`config.mk`:
```
export PLATFORM = sky130hd
export DESIGN_NAME = vwf_ctrl
export DESIGN_NICKNAME = d
export VERILOG_FILES = /design/src/vwf_pkg.sv /design/src/vwf_ctrl.sv
export SDC_FILE = /design/constraint.sdc
export NUM_CORES = 1
export LEC_CHECK = 0
export ABC_AREA = 1
export BUFFER_PORTS_ARGS = -buffer_cell sky130_fd_sc_hd__buf_2
export CAP_MARGIN = 30
export CORE_AREA = 2 2 39 41
export DETAILED_ROUTE_END_ITERATION = 8
export DIE_AREA = 0 0 41 43
export GPL_TIMING_DRIVEN = 0
export HOLD_SLACK_MARGIN = 0.03
export SLEW_MARGIN = 20
export SYNTH_ARGS = -nofsm -noshare
export SYNTH_HDL_FRONTEND = slang
export SYNTH_SLANG_ARGS = --single-unit
```
`constraint.sdc`:
```
create_clock -name clk -period 2.1 [get_ports clk]
set_clock_uncertainty 0.1 [all_clocks]
set_input_delay 0.105 -clock clk [delete_from_list [all_inputs] [get_ports clk]]
set_output_delay 0.105 -clock clk [all_outputs]
set_load 0.005 [all_outputs]
```
`src/vwf_pkg.sv`:
```
`default_nettype none
package vwf_pkg;

  localparam int GLYPH_SLOTS     = 512;
  localparam int SLOT_W          = $clog2(GLYPH_SLOTS);
  localparam int CNT_W           = SLOT_W + 1;
  localparam int ATLAS_WIDTH     = 4096;
  localparam int HALF_W          = $clog2(ATLAS_WIDTH / 2);
  localparam int FONT_HEIGHT     = 16;
  localparam int ROW_W           = $clog2(FONT_HEIGHT);
  localparam int ATLAS_AW        = 15;
  localparam int ATLAS_BYTES     = 1 << ATLAS_AW;
  localparam int MAX_GLYPH_WIDTH = 16;
  localparam int MASK_W          = 16;
  localparam int ROW_BYTES       = MASK_W / 2 + 1;
  localparam int K_W             = $clog2(ROW_BYTES);
  localparam int NZ_W            = 2 * ROW_BYTES;

  localparam logic [15:0] SPACE_CODE  = 16'h0020;
  localparam logic [3:0]  SPACE_W_RST = 4'd3;
  localparam logic [3:0]  GAP_RST     = 4'd0;

  localparam logic CFG_SPACE_WIDTH = 1'b0;
  localparam logic CFG_CHAR_GAP    = 1'b1;

  typedef enum logic [1:0] {
    OP_GLYPH = 2'd0,
    OP_ATLAS = 2'd1,
    OP_PEN   = 2'd2,
    OP_DRAW  = 2'd3
  } op_t;

  typedef enum logic [2:0] {
    S_CLEAR,
    S_IDLE,
    S_SEARCH,
    S_FETCH,
    S_DRAIN,
    S_EMIT
  } state_t;

  typedef struct packed {
    logic [1:0]         opcode;
    logic [15:0]        char_code;
    logic [8:0]         table_index;
    logic [4:0]         glyph_width;
    logic [11:0]        atlas_column;
    logic [14:0]        atlas_address;
    logic [7:0]         atlas_byte;
    logic signed [11:0] pen_x;
    logic signed [11:0] pen_y;
  } in_t;

  typedef struct packed {
    logic signed [11:0] row_y;
    logic signed [11:0] left_x;
    logic [15:0]        row_mask;
    logic [4:0]         advance;
    logic               glyph_found;
    logic               last_row;
  } out_t;

  typedef struct packed {
    logic        valid;
    logic [15:0] key;
    logic [4:0]  wide;
    logic [11:0] column;
  } tab_ent_t;

  typedef struct packed {
    logic accept;
    logic clr_wr;
    logic cnt_clr;
    logic tab_rd;
    logic atl_rd;
    logic k_clr;
    logic row_clr;
    logic row_inc;
    logic emit;
    logic pen_adv;
  } cmd_t;

  typedef struct packed {
    logic clr_last;
    logic in_space;
    logic hit;
    logic miss;
    logic k_last;
    logic row_last;
    logic found;
  } sts_t;

endpackage
`default_nettype wire

```
`src/vwf_ctrl.sv`:
```
`default_nettype none
module vwf_ctrl
  import vwf_pkg::*;
(
  input  wire logic       clk,
  input  wire logic       rst_n,
  input  wire logic       start,
  input  wire logic [1:0] opcode,
  input  wire sts_t       sts,
  output cmd_t            cmd,
  output logic            busy
);

  state_t state_r, state_nxt;

  always_ff @(posedge clk) begin
    if (!rst_n) begin
      state_r <= S_CLEAR;
    end else begin
      state_r <= state_nxt;
    end
  end

  always_comb begin
    state_nxt = state_r;
    cmd       = '0;
    busy      = 1'b1;
    case (state_r)
      S_CLEAR: begin
        cmd.clr_wr = 1'b1;
        if (sts.clr_last) begin
          state_nxt = S_IDLE;
        end
      end
      S_IDLE: begin
        busy       = 1'b0;
        cmd.accept = start;
        if (start && opcode == OP_DRAW) begin
          cmd.cnt_clr = 1'b1;
          cmd.k_clr   = 1'b1;
          cmd.row_clr = 1'b1;
          state_nxt   = sts.in_space ? S_EMIT : S_SEARCH;
        end
      end
      S_SEARCH: begin
        cmd.tab_rd = 1'b1;
        if (sts.hit) begin
          state_nxt = S_FETCH;
        end else if (sts.miss) begin
          state_nxt = S_EMIT;
        end
      end
      S_FETCH: begin
        cmd.atl_rd = 1'b1;
        if (sts.k_last) begin
          state_nxt = S_DRAIN;
        end
      end
      S_DRAIN: begin
        state_nxt = S_EMIT;
      end
      S_EMIT: begin
        cmd.emit = 1'b1;
        if (sts.row_last) begin
          cmd.pen_adv = 1'b1;
          state_nxt   = S_IDLE;
        end else begin
          cmd.row_inc = 1'b1;
          cmd.k_clr   = 1'b1;
          state_nxt   = sts.found ? S_FETCH : S_EMIT;
        end
      end
      default: begin
        state_nxt = S_IDLE;
      end
    endcase
  end

endmodule
`default_nettype wire

```
==> results_dict.tcl <==
set metrics [dict create \
    status "finished clean" \
    slowest_delay_ns 0.42 \
    crit_family "flip-flops" \
    whs_path_depth 5 \
    dp_hpwl_um 804 \
    core-area_um2 1380 \
    cts_tree "yes" \
    ys_seq_area_share_pct 16.6 \
    setup_viol 0 \
    yosys_warnings 0 \
    rsz0062_at_grt "false" \
    cts_buffers 3 \
    fin_crit_sh_pct 72.4 \
    place_inst 103 \
    hold_path_end "state_r[1]" \
    synth_cell_types 21 \
    power.total_mw 0.512 \
    post-route-min-period_ns 1.52 \
    r2r_slack_ns 0.71 \
    stdcell_count 108 \
    cp_num_buf_inv 3 \
    critPathCaptureType "output pin" \
    dieArea_um2 1760 \
    dpl_cell_area_um2 492 \
    die_x_um 41 \
    regMostFlops "state_r" \
    r2r_start "state_r[1]" \
    slew_viol_final 0 \
    fin_nets 106 \
    largestRegisters "state_r (3)" \
    timing.rr.end "state_r[0]" \
    design_area_um2 528 \
    hp-class "in -> reg" \
    seq_area_um2 60.1 \
    diodes 0 \
    final_layout_size_suffix_gt1_share_pct 38.0 \
    syn_to_final_growth_pct 46.0 \
    irDropWorstVdd_mv 0.330 \
    antenna_found_initial 0 \
    drt-wirelength-per-cell_um 9.04 \
    intPower_mw 0.270 \
    fmaxAchievable_ghz 0.658 \
    ys_async_sr_fraction_pct 0 \
    p_sw_mw 0.242 \
    cts_root_buf "clkbuf_4" \
    overflow 0 \
    critical_path_class "reg -> out" \
    synth-edff-count 0 \
    relSlewSlack_pct 84.9 \
    placementRows 14 \
    synth_nets 78 \
    pin_count 23 \
    p_seq_share_pct 19.9 \
    n_fill_cell 179 \
    grt_first_pass_wirelength_um 1550 \
    multi_input_area_um2 244 \
    largest_register_ffs 3 \
    switching_share_pct 47.2 \
    clkTransAtPathRegs_ns 0.04 \
    synth_top_area_share_pct 16.6 \
    via_count 478 \
    synth-seq-cells 3 \
    crit_chain "inv_2, nor2_4, nand2_2, nor2_1, buf_4, buf_2" \
    ant_nets 0 \
    p_per_area_nw_per_um2 969 \
    synth_top_area_cell "dfxtp_1" \
    cts_setup_buffers 0 \
    wirelength_um 976 \
    initial_core_util_pct 26.1 \
    fin_tns_setup_ns 0 \
    cp.required_ns 1.89 \
    synth_area_leaders "dfxtp_1, nand3_1, nor2_1" \
    p_leak_nw 0.320 \
    htreeDepth 1 \
    final_hold_viol_count 0 \
    first_pass_iters 4 \
    io_buffers 22 \
    grt_max_degree 9 \
    grt_use_total_pct 12.7 \
    drt_iter0_drc 7 \
    clockBufferDepth 2 \
    drc 0 \
    crit_fanout 5 \
    clock_latency_ns 0.24 \
    worst_pin_slew_ns 0.226 \
    yosys-top-cells-count "nor2_1, nand3_1, inv_1, nand2_1, dfxtp_1" \
    ys.flop_type "dfxtp_1" \
    startpoint_type "flip-flop" \
    cts_sinks 3 \
    cp.arrival_ns 1.32 \
    clockPowerShare_pct 20.4 \
    vias_per_cell 4.43 \
    syn_area_um2 362 \
    slowest_stage "dfxtp_1" \
    first_global_vias 426 \
    synth.most_common_cell "nor2_1" \
    p_comb_share_pct 59.8 \
    fp.dieH_um 43 \
    gp_congestion 0.701 \
    r2r_cells 6 \
    synth_cells 65 \
    max_cap_viol_count 0 \
    avgSynthCellArea_um2 5.56 \
    hold_start "sts[0]" \
]
[timing repair]
item / in CTS / in global routing
hold buffers: 1 / 0
hold endpoints to repair: 3 / 0
resized for setup: 0 / 0
[power groups by stage]
stage          combinational, mW  sequential, mW  clock (mW)
6_report                   0.306           0.102       0.104
5_1_grt                    0.351           0.104       0.112
4_1_cts                    0.310           0.102       0.108
3_5_place_dp               0.307           0.103           0
3_3_place_gp               0.302           0.102           0
2_1_floorplan              0.220          0.0973           0
[through the flow]
step,hold slack (ns),setup slack (ns),util [%]
4_1_cts,0.185,0.557,38.2
2_1_floorplan,0.141,0.817,-
6_report,0.186,0.580,38.2
3_5_place_dp,0.269,0.728,35.5
5_1_grt,0.220,0.466,38.2
3_3_place_gp,0.272,0.727,35.5
[per-layer routing]
metal	track usage, %	share of wire [%]	up-vias
met2	22.2	50	10
met1	13.1	43	206
met5	0	0	-
li1	-	-	260
met4	6.00	0.41	0
met3	3.14	6.1	2
[worst min-delay path, stage by stage]
cell and delay (ns):
buf_2 0.10, nand4_1 0.08, nand3_1 0.08, nand2_1 0.06
a21oi_1 0.05
[area by class of cell]
type | instances | area share, %
Timing Repair Buffer | 23 | 22.7
Multi-Input combinational cell | 48 | 46.2
Buffer | 2 | 2.37
Sequential cell | 3 | 11.4
Clock buffer | 4 | 4.98
Inverter | 12 | 8.53
Tap cell | 16 | 3.79
[worst max path at each step]
stage,startpoint,endpoint,slack [ns],cells past startpoint
5_1_grt,state_r[0],cmd[7],0.47,6
6_report,state_r[0],cmd[7],0.58,6
3_5_place_dp,state_r[1],state_r[0],0.73,6
4_1_cts,state_r[0],cmd[7],0.56,6
3_3_place_gp,state_r[1],state_r[0],0.73,6
2_1_floorplan,state_r[1],state_r[0],0.82,6
[cells in the final DEF, fill, tap and decap left out, drive strengths merged, types with 2 or more instances in the layout]
master  synthesis  layout
buf             2      24
nor2           15      15
inv            12      12
nand3          11      11
nand2          11      11
clkbuf          0       4
dfxtp           3       3
nand3b          2       2
a21oi           2       2
[cells by family (layout without fill, tap and decap cells)]
family | after synthesis | in the layout | synth area share, %
buffers and inverters | 14 | 41 | 15.9
AND/OR/NAND/NOR | 43 | 43 | 57.1
adder cells (fa/ha/maj) | 1 | 1 | 3.46
flip-flops | 3 | 3 | 16.6
AO/OA/AOI/OAI | 4 | 4 | 6.92
(Power assumes the default switching activity.)
